File: config.mk
export PLATFORM = sky130hd
export DESIGN_NAME = slot_limited_task_dispatcher
export DESIGN_NICKNAME = d
export VERILOG_FILES = /design/src/rtl/core/sltd_pkg.sv /design/src/rtl/core/sltd_queue.sv /design/src/rtl/core/sltd_slot_table.sv /design/src/rtl/core/slot_limited_task_dispatcher.sv
export SDC_FILE = /design/constraint.sdc
export NUM_CORES = 2
export LEC_CHECK = 0
export ABC_AREA = 1
export BUFFER_PORTS_ARGS = -buffer_cell sky130_fd_sc_hd__buf_2
export CORE_MARGIN = 2
export CORE_UTILIZATION = 45
export CTS_BUF_LIST = sky130_fd_sc_hd__clkbuf_8
export DETAILED_ROUTE_END_ITERATION = 8
export PLACE_DENSITY_LB_ADDON = 0.08
export SLEW_MARGIN = 20
export SYNTH_ARGS = -nofsm -noshare
export SYNTH_HDL_FRONTEND = slang
export SYNTH_SLANG_ARGS = --single-unit
File: constraint.sdc
create_clock -name clock -period 6.4 [get_ports clock]
set_input_delay 0.96 -clock clock [delete_from_list [all_inputs] [get_ports clock]]
set_output_delay 0.96 -clock clock [all_outputs]
set_load 0.05 [all_outputs]
File: src/rtl/core/sltd_pkg.sv
// Shared types and constants of the slot limited task dispatcher.
// Depends on nothing; every RTL file of the block refers to it by scoped names.
package sltd_pkg;

   // Sizes of the storage.
   localparam int QUEUE_DEPTH  = 32;
   localparam int MAX_MACHINES = 64;
   localparam int MAX_SLOTS    = 16;

   // Queue index and fill count widths.
   localparam int QIDX_W = (QUEUE_DEPTH > 1) ? $clog2(QUEUE_DEPTH) : 1;
   localparam int QCNT_W = $clog2(QUEUE_DEPTH + 1);

   // Machine table index and active counter widths.
   localparam int MIDX_W = (MAX_MACHINES > 1) ? $clog2(MAX_MACHINES) : 1;
   localparam int CNT_W  = $clog2(MAX_SLOTS + 1);

   // Field widths of the channels and registers.
   localparam int TAG_W    = 16;
   localparam int MACH_W   = 8;
   localparam int KIND_W   = 2;
   localparam int NUMM_W   = 7;
   localparam int SLOTS_W  = 5;
   localparam int CSR_W    = 7;
   localparam int REQ_DW   = 32;
   localparam int RSP_DW   = 24;

   // Request actions.
   typedef enum logic [1:0] {
      ACT_ADD    = 2'd0,
      ACT_PASS   = 2'd1,
      ACT_FINISH = 2'd2
   } action_type;

   // Task kinds that occupy a slot.
   typedef enum logic [KIND_W-1:0] {
      KIND_MAP    = 2'd0,
      KIND_REDUCE = 2'd1
   } kind_type;

   // Result events.
   typedef enum logic [2:0] {
      EV_ACCEPTED  = 3'd0,
      EV_FULL      = 3'd1,
      EV_STARTED   = 3'd2,
      EV_DROPPED   = 3'd3,
      EV_FIN_BAD   = 3'd4,
      EV_FIN_UNDER = 3'd5,
      EV_DONE      = 3'd6
   } event_type;

   // Configuration register indexes.
   typedef enum logic [0:0] {
      CSR_NUM_MACHINES = 1'b0,
      CSR_SLOTS        = 1'b1
   } csr_index_type;

   // Sequencer states.
   typedef enum logic [2:0] {
      ST_IDLE,
      ST_FIN_CHK,
      ST_ENT_RD,
      ST_ENT_DEC,
      ST_DONE
   } state_type;

   // One pending queue entry.
   typedef struct packed {
      logic [KIND_W-1:0] kind;
      logic [MACH_W-1:0] mach;
      logic [TAG_W-1:0]  tag;
   } entry_type;

   // Active counts of one machine.
   typedef struct packed {
      logic [CNT_W-1:0] red_cnt;
      logic [CNT_W-1:0] map_cnt;
   } slot_row_type;

   // Control from the sequencer to the slot table.
   typedef struct packed {
      logic              rd_en;
      logic [MIDX_W-1:0] rd_addr;
      logic              upd_en;
      logic              upd_dec;
      logic              upd_reduce;
   } slot_ctl_type;

endpackage

File: src/rtl/core/sltd_queue.sv
// Pending task queue storage: one write port and one registered read port.
// Depends on sltd_pkg for the entry type and the queue depth.
module sltd_queue (
   input  logic                         clock,
   input  logic                         wr_en,
   input  logic [sltd_pkg::QIDX_W-1:0]  wr_addr,
   input  sltd_pkg::entry_type          wr_data,
   input  logic                         rd_en,
   input  logic [sltd_pkg::QIDX_W-1:0]  rd_addr,
   output sltd_pkg::entry_type          rd_data
);

   sltd_pkg::entry_type mem [sltd_pkg::QUEUE_DEPTH];
   sltd_pkg::entry_type rd_data_ff;

   // Entries hold no reset value; only entries below the fill count are read.
   always_ff @(posedge clock) begin
      if (wr_en) begin
         mem[wr_addr] <= wr_data;
      end
      if (rd_en) begin
         rd_data_ff <= mem[rd_addr];
      end
   end

   assign rd_data = rd_data_ff;

endmodule

File: src/rtl/core/sltd_slot_table.sv
// Per-machine active map and reduce counters with the shared increment and decrement unit.
// Depends on sltd_pkg for the row and control types and the table size.
module sltd_slot_table (
   input  logic                    clock,
   input  logic                    reset,
   input  sltd_pkg::slot_ctl_type  ctl,
   output sltd_pkg::slot_row_type  row
);

   sltd_pkg::slot_row_type            mem [sltd_pkg::MAX_MACHINES];
   logic [sltd_pkg::MAX_MACHINES-1:0] valid_ff;
   sltd_pkg::slot_row_type            rd_row_ff;
   logic [sltd_pkg::MIDX_W-1:0]       rd_addr_ff;
   logic                              rd_valid_ff;
   sltd_pkg::slot_row_type            wr_row;
   logic [sltd_pkg::CNT_W-1:0]        sel_cnt;
   logic [sltd_pkg::CNT_W-1:0]        sel_new;

   // A row never written since reset reads as all zero.
   assign row = rd_valid_ff ? rd_row_ff : '0;

   // One counter of the last row read moves up or down by one.
   always_comb begin
      sel_cnt = ctl.upd_reduce ? row.red_cnt : row.map_cnt;
      sel_new = ctl.upd_dec ? (sel_cnt - 1'b1) : (sel_cnt + 1'b1);
      wr_row  = row;
      if (ctl.upd_reduce) begin
         wr_row.red_cnt = sel_new;
      end else begin
         wr_row.map_cnt = sel_new;
      end
   end

   // Counter storage; an update writes back to the row that was last read.
   always_ff @(posedge clock) begin
      if (ctl.rd_en) begin
         rd_row_ff  <= mem[ctl.rd_addr];
         rd_addr_ff <= ctl.rd_addr;
      end
      if (ctl.upd_en) begin
         mem[rd_addr_ff] <= wr_row;
      end
   end

   // Row valid bits stand in for clearing the counters at reset.
   always_ff @(posedge clock) begin
      if (reset) begin
         valid_ff    <= '0;
         rd_valid_ff <= 1'b0;
      end else begin
         if (ctl.upd_en) begin
            valid_ff[rd_addr_ff] <= 1'b1;
         end
         if (ctl.rd_en) begin
            rd_valid_ff <= valid_ff[ctl.rd_addr];
         end
      end
   end

endmodule

File: src/rtl/core/slot_limited_task_dispatcher.sv
// Top level of the slot limited task dispatcher: request sequencer and result register.
// Depends on sltd_pkg, sltd_queue and sltd_slot_table.
//
//   Port group  Direction  Carries
//   req_*       in         tuser: action; tdata: task_tag, machine, task_kind
//   rsp_*       out        tuser: event_res; tdata: result_tag, result_machine; tlast: last
//   csr_*       in         register writes: num_machines, slots_per_machine
//
// A dispatch pass visits each queued entry in two states: ST_ENT_RD, where the
// queue read reaches the counter table read port, and ST_ENT_DEC, for the compare
// and counter update. A finish first passes through ST_FIN_CHK for its counter check.
// Reset is synchronous; counters clear at once through row valid bits.
// A stalled result holds the sequencer in the state that produced it.
module slot_limited_task_dispatcher (
   input  logic                           clock,
   input  logic                           reset,
   // Request channel
   input  logic                           req_tvalid,
   output logic                           req_tready,
   input  logic [sltd_pkg::REQ_DW-1:0]    req_tdata,  // task_tag[15:0], machine[23:16], task_kind[25:24]
   input  logic [1:0]                     req_tuser,  // action[1:0]
   // Result channel
   output logic                           rsp_tvalid,
   input  logic                           rsp_tready,
   output logic [sltd_pkg::RSP_DW-1:0]    rsp_tdata,  // result_tag[15:0], result_machine[23:16]
   output logic [2:0]                     rsp_tuser,  // event_res[2:0]
   output logic                           rsp_tlast,
   // Configuration write port
   input  logic                           csr_we,
   input  logic [0:0]                     csr_index,
   input  logic [sltd_pkg::CSR_W-1:0]     csr_wdata
);

   sltd_pkg::state_type            state_ff, state_in;
   logic [sltd_pkg::QCNT_W-1:0]    pending_count_ff, pending_count_in;
   logic [sltd_pkg::QIDX_W-1:0]    idx_ff, idx_in;
   logic [sltd_pkg::QCNT_W-1:0]    keep_ff, keep_in;
   logic [sltd_pkg::MACH_W-1:0]    fin_mach_ff, fin_mach_in;
   logic [sltd_pkg::KIND_W-1:0]    fin_kind_ff, fin_kind_in;
   logic [sltd_pkg::NUMM_W-1:0]    num_machines_ff;
   logic [sltd_pkg::SLOTS_W-1:0]   slots_ff;

   logic                           rsp_valid_ff, rsp_valid_in;
   sltd_pkg::event_type            rsp_ev_ff, rsp_ev_in;
   logic [sltd_pkg::TAG_W-1:0]     rsp_tag_ff, rsp_tag_in;
   logic [sltd_pkg::MACH_W-1:0]    rsp_mach_ff, rsp_mach_in;
   logic                           rsp_last_ff, rsp_last_in;

   logic                           out_free;
   logic                           emit_en;
   sltd_pkg::event_type            emit_ev;
   logic [sltd_pkg::TAG_W-1:0]     emit_tag;
   logic [sltd_pkg::MACH_W-1:0]    emit_mach;
   logic                           emit_last;

   sltd_pkg::entry_type            req_entry;
   logic [1:0]                     req_action;
   logic                           req_go;

   logic                           q_wr_en;
   logic [sltd_pkg::QIDX_W-1:0]    q_wr_addr;
   sltd_pkg::entry_type            q_wr_data;
   logic                           q_rd_en;
   logic [sltd_pkg::QIDX_W-1:0]    q_rd_addr;
   sltd_pkg::entry_type            q_rd_data;

   sltd_pkg::slot_ctl_type         slot_ctl;
   sltd_pkg::slot_row_type         slot_row;

   logic [7:0]                     slot_lim;
   logic                           ent_ok;
   logic                           ent_start;
   logic                           ent_last;
   logic                           fin_ok;

   // A machine id is valid below both the configured count and the table size.
   function automatic logic mach_valid(input logic [sltd_pkg::MACH_W-1:0] mach,
                                       input logic [sltd_pkg::NUMM_W-1:0] num);
      logic [8:0] m9;
      m9 = {1'b0, mach};
      return (m9 < {2'b00, num}) && (m9 < 9'(sltd_pkg::MAX_MACHINES));
   endfunction

   // A counter may grow only while below the slot limit.
   function automatic logic below_lim(input logic [sltd_pkg::CNT_W-1:0] cnt,
                                      input logic [7:0] lim);
      return 8'(cnt) < lim;
   endfunction

   sltd_queue u_queue (
      .clock   (clock),
      .wr_en   (q_wr_en),
      .wr_addr (q_wr_addr),
      .wr_data (q_wr_data),
      .rd_en   (q_rd_en),
      .rd_addr (q_rd_addr),
      .rd_data (q_rd_data)
   );

   sltd_slot_table u_slot_table (
      .clock (clock),
      .reset (reset),
      .ctl   (slot_ctl),
      .row   (slot_row)
   );

   // Request fields.
   assign req_entry.tag  = req_tdata[15:0];
   assign req_entry.mach = req_tdata[23:16];
   assign req_entry.kind = req_tdata[25:24];
   assign req_action     = req_tuser;

   // Result channel drive.
   assign rsp_tvalid = rsp_valid_ff;
   assign rsp_tuser  = rsp_ev_ff;
   assign rsp_tdata  = {rsp_mach_ff, rsp_tag_ff};
   assign rsp_tlast  = rsp_last_ff;
   assign out_free   = !rsp_valid_ff || rsp_tready;

   assign req_tready = (state_ff == sltd_pkg::ST_IDLE) && out_free;
   assign req_go     = req_tvalid && req_tready;

   // Effective slot limit, the checks on the current entry and the machine check of a finish.
   always_comb begin
      slot_lim = (8'(slots_ff) > 8'(sltd_pkg::MAX_SLOTS)) ? 8'(sltd_pkg::MAX_SLOTS)
                                                          : 8'(slots_ff);
      ent_ok    = mach_valid(q_rd_data.mach, num_machines_ff);
      ent_start = ent_ok &&
                  (((q_rd_data.kind == sltd_pkg::KIND_MAP) &&
                    below_lim(slot_row.map_cnt, slot_lim)) ||
                   ((q_rd_data.kind == sltd_pkg::KIND_REDUCE) &&
                    below_lim(slot_row.red_cnt, slot_lim)));
      ent_last  = ((sltd_pkg::QCNT_W)'(idx_ff) + 1'b1) == pending_count_ff;
      fin_ok    = mach_valid(req_entry.mach, num_machines_ff);
   end

   // Sequencer: next state, memory controls and the result to emit.
   always_comb begin
      state_in         = state_ff;
      pending_count_in = pending_count_ff;
      idx_in           = idx_ff;
      keep_in          = keep_ff;
      fin_mach_in      = fin_mach_ff;
      fin_kind_in      = fin_kind_ff;

      q_wr_en   = 1'b0;
      q_wr_addr = pending_count_ff[sltd_pkg::QIDX_W-1:0];
      q_wr_data = req_entry;
      q_rd_en   = 1'b0;
      q_rd_addr = '0;

      slot_ctl.rd_en      = 1'b0;
      slot_ctl.rd_addr    = req_entry.mach[sltd_pkg::MIDX_W-1:0];
      slot_ctl.upd_en     = 1'b0;
      slot_ctl.upd_dec    = 1'b0;
      slot_ctl.upd_reduce = 1'b0;

      emit_en   = 1'b0;
      emit_ev   = sltd_pkg::EV_DONE;
      emit_tag  = '0;
      emit_mach = '0;
      emit_last = 1'b0;

      unique case (state_ff)
         sltd_pkg::ST_IDLE: begin
            if (req_go) begin
               unique case (req_action)
                  sltd_pkg::ACT_ADD: begin
                     emit_en   = 1'b1;
                     emit_tag  = req_entry.tag;
                     emit_mach = req_entry.mach;
                     emit_last = 1'b1;
                     if (pending_count_ff >= (sltd_pkg::QCNT_W)'(sltd_pkg::QUEUE_DEPTH)) begin
                        emit_ev = sltd_pkg::EV_FULL;
                     end else begin
                        emit_ev          = sltd_pkg::EV_ACCEPTED;
                        q_wr_en          = 1'b1;
                        pending_count_in = pending_count_ff + 1'b1;
                     end
                  end
                  sltd_pkg::ACT_PASS: begin
                     idx_in  = '0;
                     keep_in = '0;
                     if (pending_count_ff == '0) begin
                        state_in = sltd_pkg::ST_DONE;
                     end else begin
                        q_rd_en  = 1'b1;
                        state_in = sltd_pkg::ST_ENT_RD;
                     end
                  end
                  sltd_pkg::ACT_FINISH: begin
                     if (!fin_ok) begin
                        emit_en   = 1'b1;
                        emit_ev   = sltd_pkg::EV_FIN_BAD;
                        emit_mach = req_entry.mach;
                        emit_last = 1'b1;
                     end else begin
                        slot_ctl.rd_en = 1'b1;
                        fin_mach_in    = req_entry.mach;
                        fin_kind_in    = req_entry.kind;
                        state_in       = sltd_pkg::ST_FIN_CHK;
                     end
                  end
                  default: begin
                     // The spare action code is dropped without a result.
                  end
               endcase
            end
         end

         sltd_pkg::ST_FIN_CHK: begin
            // Finished task: report an underflow, or else release a map or reduce slot and run a pass.
            if (((fin_kind_ff == sltd_pkg::KIND_MAP) && (slot_row.map_cnt == '0)) ||
                ((fin_kind_ff == sltd_pkg::KIND_REDUCE) && (slot_row.red_cnt == '0))) begin
               if (out_free) begin
                  emit_en   = 1'b1;
                  emit_ev   = sltd_pkg::EV_FIN_UNDER;
                  emit_mach = fin_mach_ff;
                  emit_last = 1'b1;
                  state_in  = sltd_pkg::ST_IDLE;
               end
            end else begin
               slot_ctl.upd_en     = (fin_kind_ff == sltd_pkg::KIND_MAP) ||
                                     (fin_kind_ff == sltd_pkg::KIND_REDUCE);
               slot_ctl.upd_dec    = 1'b1;
               slot_ctl.upd_reduce = (fin_kind_ff == sltd_pkg::KIND_REDUCE);
               idx_in              = '0;
               keep_in             = '0;
               if (pending_count_ff == '0) begin
                  state_in = sltd_pkg::ST_DONE;
               end else begin
                  q_rd_en  = 1'b1;
                  state_in = sltd_pkg::ST_ENT_RD;
               end
            end
         end

         sltd_pkg::ST_ENT_RD: begin
            // The entry is out of the queue; fetch its machine's counters.
            slot_ctl.rd_en   = 1'b1;
            slot_ctl.rd_addr = q_rd_data.mach[sltd_pkg::MIDX_W-1:0];
            state_in         = sltd_pkg::ST_ENT_DEC;
         end

         sltd_pkg::ST_ENT_DEC: begin
            // Drop, start or keep the entry; kept entries move down to close gaps.
            if (ent_start || !ent_ok) begin
               emit_en   = out_free;
               emit_ev   = ent_ok ? sltd_pkg::EV_STARTED : sltd_pkg::EV_DROPPED;
               emit_tag  = q_rd_data.tag;
               emit_mach = q_rd_data.mach;
            end
            if (out_free || !(ent_start || !ent_ok)) begin
               if (ent_start) begin
                  slot_ctl.upd_en     = 1'b1;
                  slot_ctl.upd_reduce = (q_rd_data.kind == sltd_pkg::KIND_REDUCE);
               end else if (ent_ok) begin
                  q_wr_en   = 1'b1;
                  q_wr_addr = keep_ff[sltd_pkg::QIDX_W-1:0];
                  q_wr_data = q_rd_data;
                  keep_in   = keep_ff + 1'b1;
               end
               idx_in = idx_ff + 1'b1;
               if (ent_last) begin
                  state_in = sltd_pkg::ST_DONE;
               end else begin
                  q_rd_en   = 1'b1;
                  q_rd_addr = idx_ff + 1'b1;
                  state_in  = sltd_pkg::ST_ENT_RD;
               end
            end
         end

         sltd_pkg::ST_DONE: begin
            if (out_free) begin
               emit_en          = 1'b1;
               emit_ev          = sltd_pkg::EV_DONE;
               emit_last        = 1'b1;
               pending_count_in = keep_ff;
               state_in         = sltd_pkg::ST_IDLE;
            end
         end

         default: begin
            state_in = sltd_pkg::ST_IDLE;
         end
      endcase
   end

   // Result register: load on emit, clear once the transfer completes.
   always_comb begin
      rsp_valid_in = rsp_valid_ff && !rsp_tready;
      rsp_ev_in    = rsp_ev_ff;
      rsp_tag_in   = rsp_tag_ff;
      rsp_mach_in  = rsp_mach_ff;
      rsp_last_in  = rsp_last_ff;
      if (emit_en) begin
         rsp_valid_in = 1'b1;
         rsp_ev_in    = emit_ev;
         rsp_tag_in   = emit_tag;
         rsp_mach_in  = emit_mach;
         rsp_last_in  = emit_last;
      end
   end

   // Control registers.
   always_ff @(posedge clock) begin
      if (reset) begin
         state_ff         <= sltd_pkg::ST_IDLE;
         pending_count_ff <= '0;
         rsp_valid_ff     <= 1'b0;
      end else begin
         state_ff         <= state_in;
         pending_count_ff <= pending_count_in;
         rsp_valid_ff     <= rsp_valid_in;
      end
   end

   // Payload and scan registers.
   always_ff @(posedge clock) begin
      idx_ff      <= idx_in;
      keep_ff     <= keep_in;
      fin_mach_ff <= fin_mach_in;
      fin_kind_ff <= fin_kind_in;
      rsp_ev_ff   <= rsp_ev_in;
      rsp_tag_ff  <= rsp_tag_in;
      rsp_mach_ff <= rsp_mach_in;
      rsp_last_ff <= rsp_last_in;
   end

   // Configuration registers.
   always_ff @(posedge clock) begin
      if (reset) begin
         num_machines_ff <= (sltd_pkg::NUMM_W)'(1);
         slots_ff        <= (sltd_pkg::SLOTS_W)'(1);
      end else if (csr_we) begin
         unique case (sltd_pkg::csr_index_type'(csr_index))
            sltd_pkg::CSR_NUM_MACHINES: num_machines_ff <= csr_wdata;
            sltd_pkg::CSR_SLOTS:        slots_ff        <= csr_wdata[sltd_pkg::SLOTS_W-1:0];
         endcase
      end
   end

   // The fill count never passes the queue depth.
   a_count_bound: assert property (@(posedge clock) disable iff (reset)
      pending_count_ff <= (sltd_pkg::QCNT_W)'(sltd_pkg::QUEUE_DEPTH))
      else $error("pending count above queue depth");

   // During a pass the compaction point trails the scan and the scan stays in the queue.
   a_scan_order: assert property (@(posedge clock) disable iff (reset)
      (state_ff == sltd_pkg::ST_ENT_DEC) |->
         ((keep_ff <= (sltd_pkg::QCNT_W)'(idx_ff)) &&
          ((sltd_pkg::QCNT_W)'(idx_ff) < pending_count_ff)))
      else $error("pass scan out of order");

   // A started task is never the final result of a request.
   a_started_not_last: assert property (@(posedge clock) disable iff (reset)
      (rsp_tvalid && (rsp_tuser == sltd_pkg::EV_STARTED)) |-> !rsp_tlast)
      else $error("started result marked last");

   // A counter only grows while below the slot limit.
   a_slot_limit: assert property (@(posedge clock) disable iff (reset)
      (slot_ctl.upd_en && !slot_ctl.upd_dec) |->
         below_lim(slot_ctl.upd_reduce ? slot_row.red_cnt : slot_row.map_cnt, slot_lim))
      else $error("slot counter raised at limit");

   // A finish only lowers a counter that is above zero.
   a_no_underflow: assert property (@(posedge clock) disable iff (reset)
      (slot_ctl.upd_en && slot_ctl.upd_dec) |->
         ((slot_ctl.upd_reduce ? slot_row.red_cnt : slot_row.map_cnt) != '0))
      else $error("slot counter lowered below zero");

endmodule

==> results_dict.tcl <==
set metrics [dict create \
    synthCells 6444 \
    crit_chain "o41ai_1, nand2_1, ha_1, nand2_1, o21bai_1, nand4_1, nand2_1, nand3_1, nor2_1, nand3_1, nand2_1, nand2_1, nand2_1, inv_1, fa_1, a21oi_1, nor2_1, nor2_1, xor2_1, nand3b_1, nand3_1, o21ai_4, buf_4" \
    netlist_area_mm2 0.07109 \
    antenna_found_initial 6 \
    startpoint_type "flip-flop" \
    crit_buf_inv 2 \
    start_util_pct 45.40 \
    async_flop_share_pct 0 \
    tritoncts "built" \
    internal_power_mw 18.57 \
    ys_ff_latch 1650 \
    setup_tns_ps 0 \
    vias_per_cell 5.560 \
    clock-skew-final_ps 64.40 \
    p_sw_share_pct 33.76 \
    drive_above_1_share_pct 11.04 \
    grt_pass1_vias 47070 \
    grt_first_pass_wirelength_mm 311.5 \
    grt_usage_pct 25.88 \
    yosysMostFrequentCell "edfxtp_1" \
    cts.sink_count 1650 \
    ys_seq_area_share_pct 68.47 \
    dieArea_mm2 0.1612 \
    nNetsFinal 6614 \
    htree_levels 5 \
    p_switching_mw 9.462 \
    irDropWorstVdd_v 0.0002025 \
    hp-class "in2reg" \
    rows 145 \
    core-area_mm2 0.1566 \
    finalCritPeriodShare_pct 80.92 \
    worstSetupEndpointType "flip-flop" \
    vias 48910 \
    slowest_delay_ps 490 \
    io_pins 77 \
    cp_data_required_time_ps 7160 \
    gp_congestion 0.8687 \
    yosys.area.top_type "edfxtp_1" \
    critPathArrivalTime_ps 5940 \
    rsz0062_at_grt "false" \
    cap_violations 0 \
    slew_headroom_pct 14.09 \
    die_x_um 401.5 \
    synth_top_cell_area_share_pct 66.02 \
    slew_viol_final 0 \
    setup_viol 0 \
    fmax_mhz 193.1 \
    clkTransAtPathRegs_ps 60 \
    power.density_mw_per_mm2 353.4 \
    yosys_most_used_dff "edfxtp_1" \
    pre_cts_ws_ps 1325 \
    die_y_um 401.5 \
    path_class "reg2reg" \
    tightest_slew_ps 1289 \
    area_delta_synth_final_pct 11.58 \
    routed_wl_mm 212.2 \
    ant_nets 0 \
    synth-edff-count 1563 \
    clock_power_share_pct 31.0 \
    cts_root_buf "clkbuf_8" \
    setup_ws_ps 1221 \
    seq_power_share_pct 45.4 \
    insertion_delay_ps 1000 \
    status "finished clean" \
    cts_buffers 296 \
    cpMostUsedCell "nand2_1" \
    io_buffers 70 \
    cts_max_path_buffers 4 \
    crit_path_top_delay_cell "o41ai_1" \
    fillCellCount 14130 \
    synth_nets 6519 \
    ctsResizeCount 0 \
    p_comb_share_pct 23.6 \
    leakage_nw 30.07 \
    crit_family "simple AND/OR/NAND/NOR gates" \
    grt_overflow_total 0 \
    syn_avg_cell_area_um2 11.03 \
    ys_types 47 \
    cts_setup_buffers 0 \
    drc 0 \
    ys_top_cells_by_area "edfxtp_1, nand3_1, nor2_1" \
    dpl.hpwl_mm 116.0 \
    hold_viol 0 \
    ctsHoldBuffers 0 \
    synth-warning-count 0 \
    cp_max_fo 33 \
    wl_per_cell_um 24.12 \
    drtIter0Drc 4322 \
    drt_pass1_iterations 5 \
    layout_min_cycle_time_ps 5179 \
    grt_max_degree 202 \
    synthTopCellsByCount "edfxtp_1, nor2_1, inv_1" \
]
[layout make-up]
class | instances | area, um2 | share of cell area, %
antenna | 2 | 5.005 | 0.006309
inverter | 799 | 3022 | 3.809
timing repair buffer | 223 | 1877 | 2.366
tap | 2058 | 2575 | 3.246
multi-input combinational | 3569 | 18150 | 22.88
sequential | 1650 | 48680 | 61.37
clock inverter | 188 | 775.7 | 0.9780
clock buffer | 308 | 4239 | 5.344
[power by group through the flow]
stage,combinational (mW),clock [mW],sequential [mW]
global route,7.13,9.32,12.7
finish,6.61,8.69,12.7
detailed placement,6.61,0,13.0
global placement,6.56,0,12.9
floorplan,3.82,0,13.2
CTS,6.63,8.88,12.7
[final timing paths]
check	slack [ps]	from	end	cells after the start
max	1220	slots_ff[1]$_SDFFE_PP0P_	u_slot_table.mem[6][4]$_DFFE_PP_	23
min	200	req_tdata[24]	fin_kind_ff[0]$_DFFE_PP_	1
max reg2reg	1220	slots_ff[1]$_SDFFE_PP0P_	u_slot_table.mem[6][4]$_DFFE_PP_	23
min reg2reg	450	u_slot_table.valid_ff[8]$_SDFFE_PP0P_	u_slot_table.valid_ff[8]$_SDFFE_PP0P_	2
[cell families after synthesis]
family / share of synthesized area, %
AO/OA/AOI/OAI: 6.752
XOR/XNOR: 0.07392
adder cells (fa/ha/maj): 0.5034
buffers and inverters: 6.857
flip-flops: 68.47
AND/OR/NAND/NOR: 17.34
[through the flow]
stage | area, um2 | hold slack (ps) | std cells | util [%] | power [mW]
2_1_floorplan | 71090 | 426.8 | 6444 | - | 17.02
3_3_place_gp | 74190 | 434.4 | 8298 | 47.38 | 19.51
3_5_place_dp | 74260 | 437.6 | 8299 | 47.43 | 19.56
4_1_cts | 79270 | 131.4 | 8795 | 50.63 | 28.24
5_1_grt | 79320 | 158.5 | 8796 | 50.66 | 29.20
6_report | 79320 | 204.4 | 8797 | 50.66 | 28.03
[registers in the layout, indices dropped and copies added, names as in the netlist, 2 cells and up]
name and count:
u_slot_table.valid_ff 64, fin_kind_ff 2, fin_mach_ff 8, u_slot_table.mem 640
num_machines_ff 7, rsp_tuser 3, u_slot_table.rd_addr_ff 6, state_ff 3
keep_ff 6, rsp_mach_ff 8, u_slot_table.rd_row_ff 10, u_queue.mem 832
idx_ff 5, u_queue.rd_data 26, slots_ff 5, pending_count_ff 6
rsp_tag_ff 16
[cell usage in the layout, fill, tap and decap left out, drive strengths merged, types with 2 or more instances in the layout]
master | synthesis | final
xor2 | 5 | 5
clkbuf | 227 | 308
nor3 | 18 | 18
o21bai | 6 | 6
a21oi | 48 | 48
o21ai | 458 | 458
nand3 | 684 | 684
clkinv | 3 | 71
a211oi | 5 | 5
or2 | 52 | 52
edfxtp | 1563 | 1563
nand4 | 371 | 371
a31oi | 2 | 2
diode | 0 | 2
nor4 | 4 | 4
inv | 796 | 910
o221ai | 87 | 87
o22ai | 82 | 82
dfxtp | 87 | 87
ha | 27 | 27
nor2 | 865 | 865
o211ai | 109 | 109
o21a | 2 | 2
buf | 199 | 223
nand2 | 735 | 735
clkinvlp | 0 | 5
[metal layers]
layer	vias to the layer above	wire length, um	GRT usage [%]
met5	-	52	0
met4	8	7836	10.31
met3	452	11820	4.083
met2	1584	103100	42.63
met1	24040	89390	34.36
li1	22830	-	-
No activity file was read; power rests on OpenSTA's default activity.
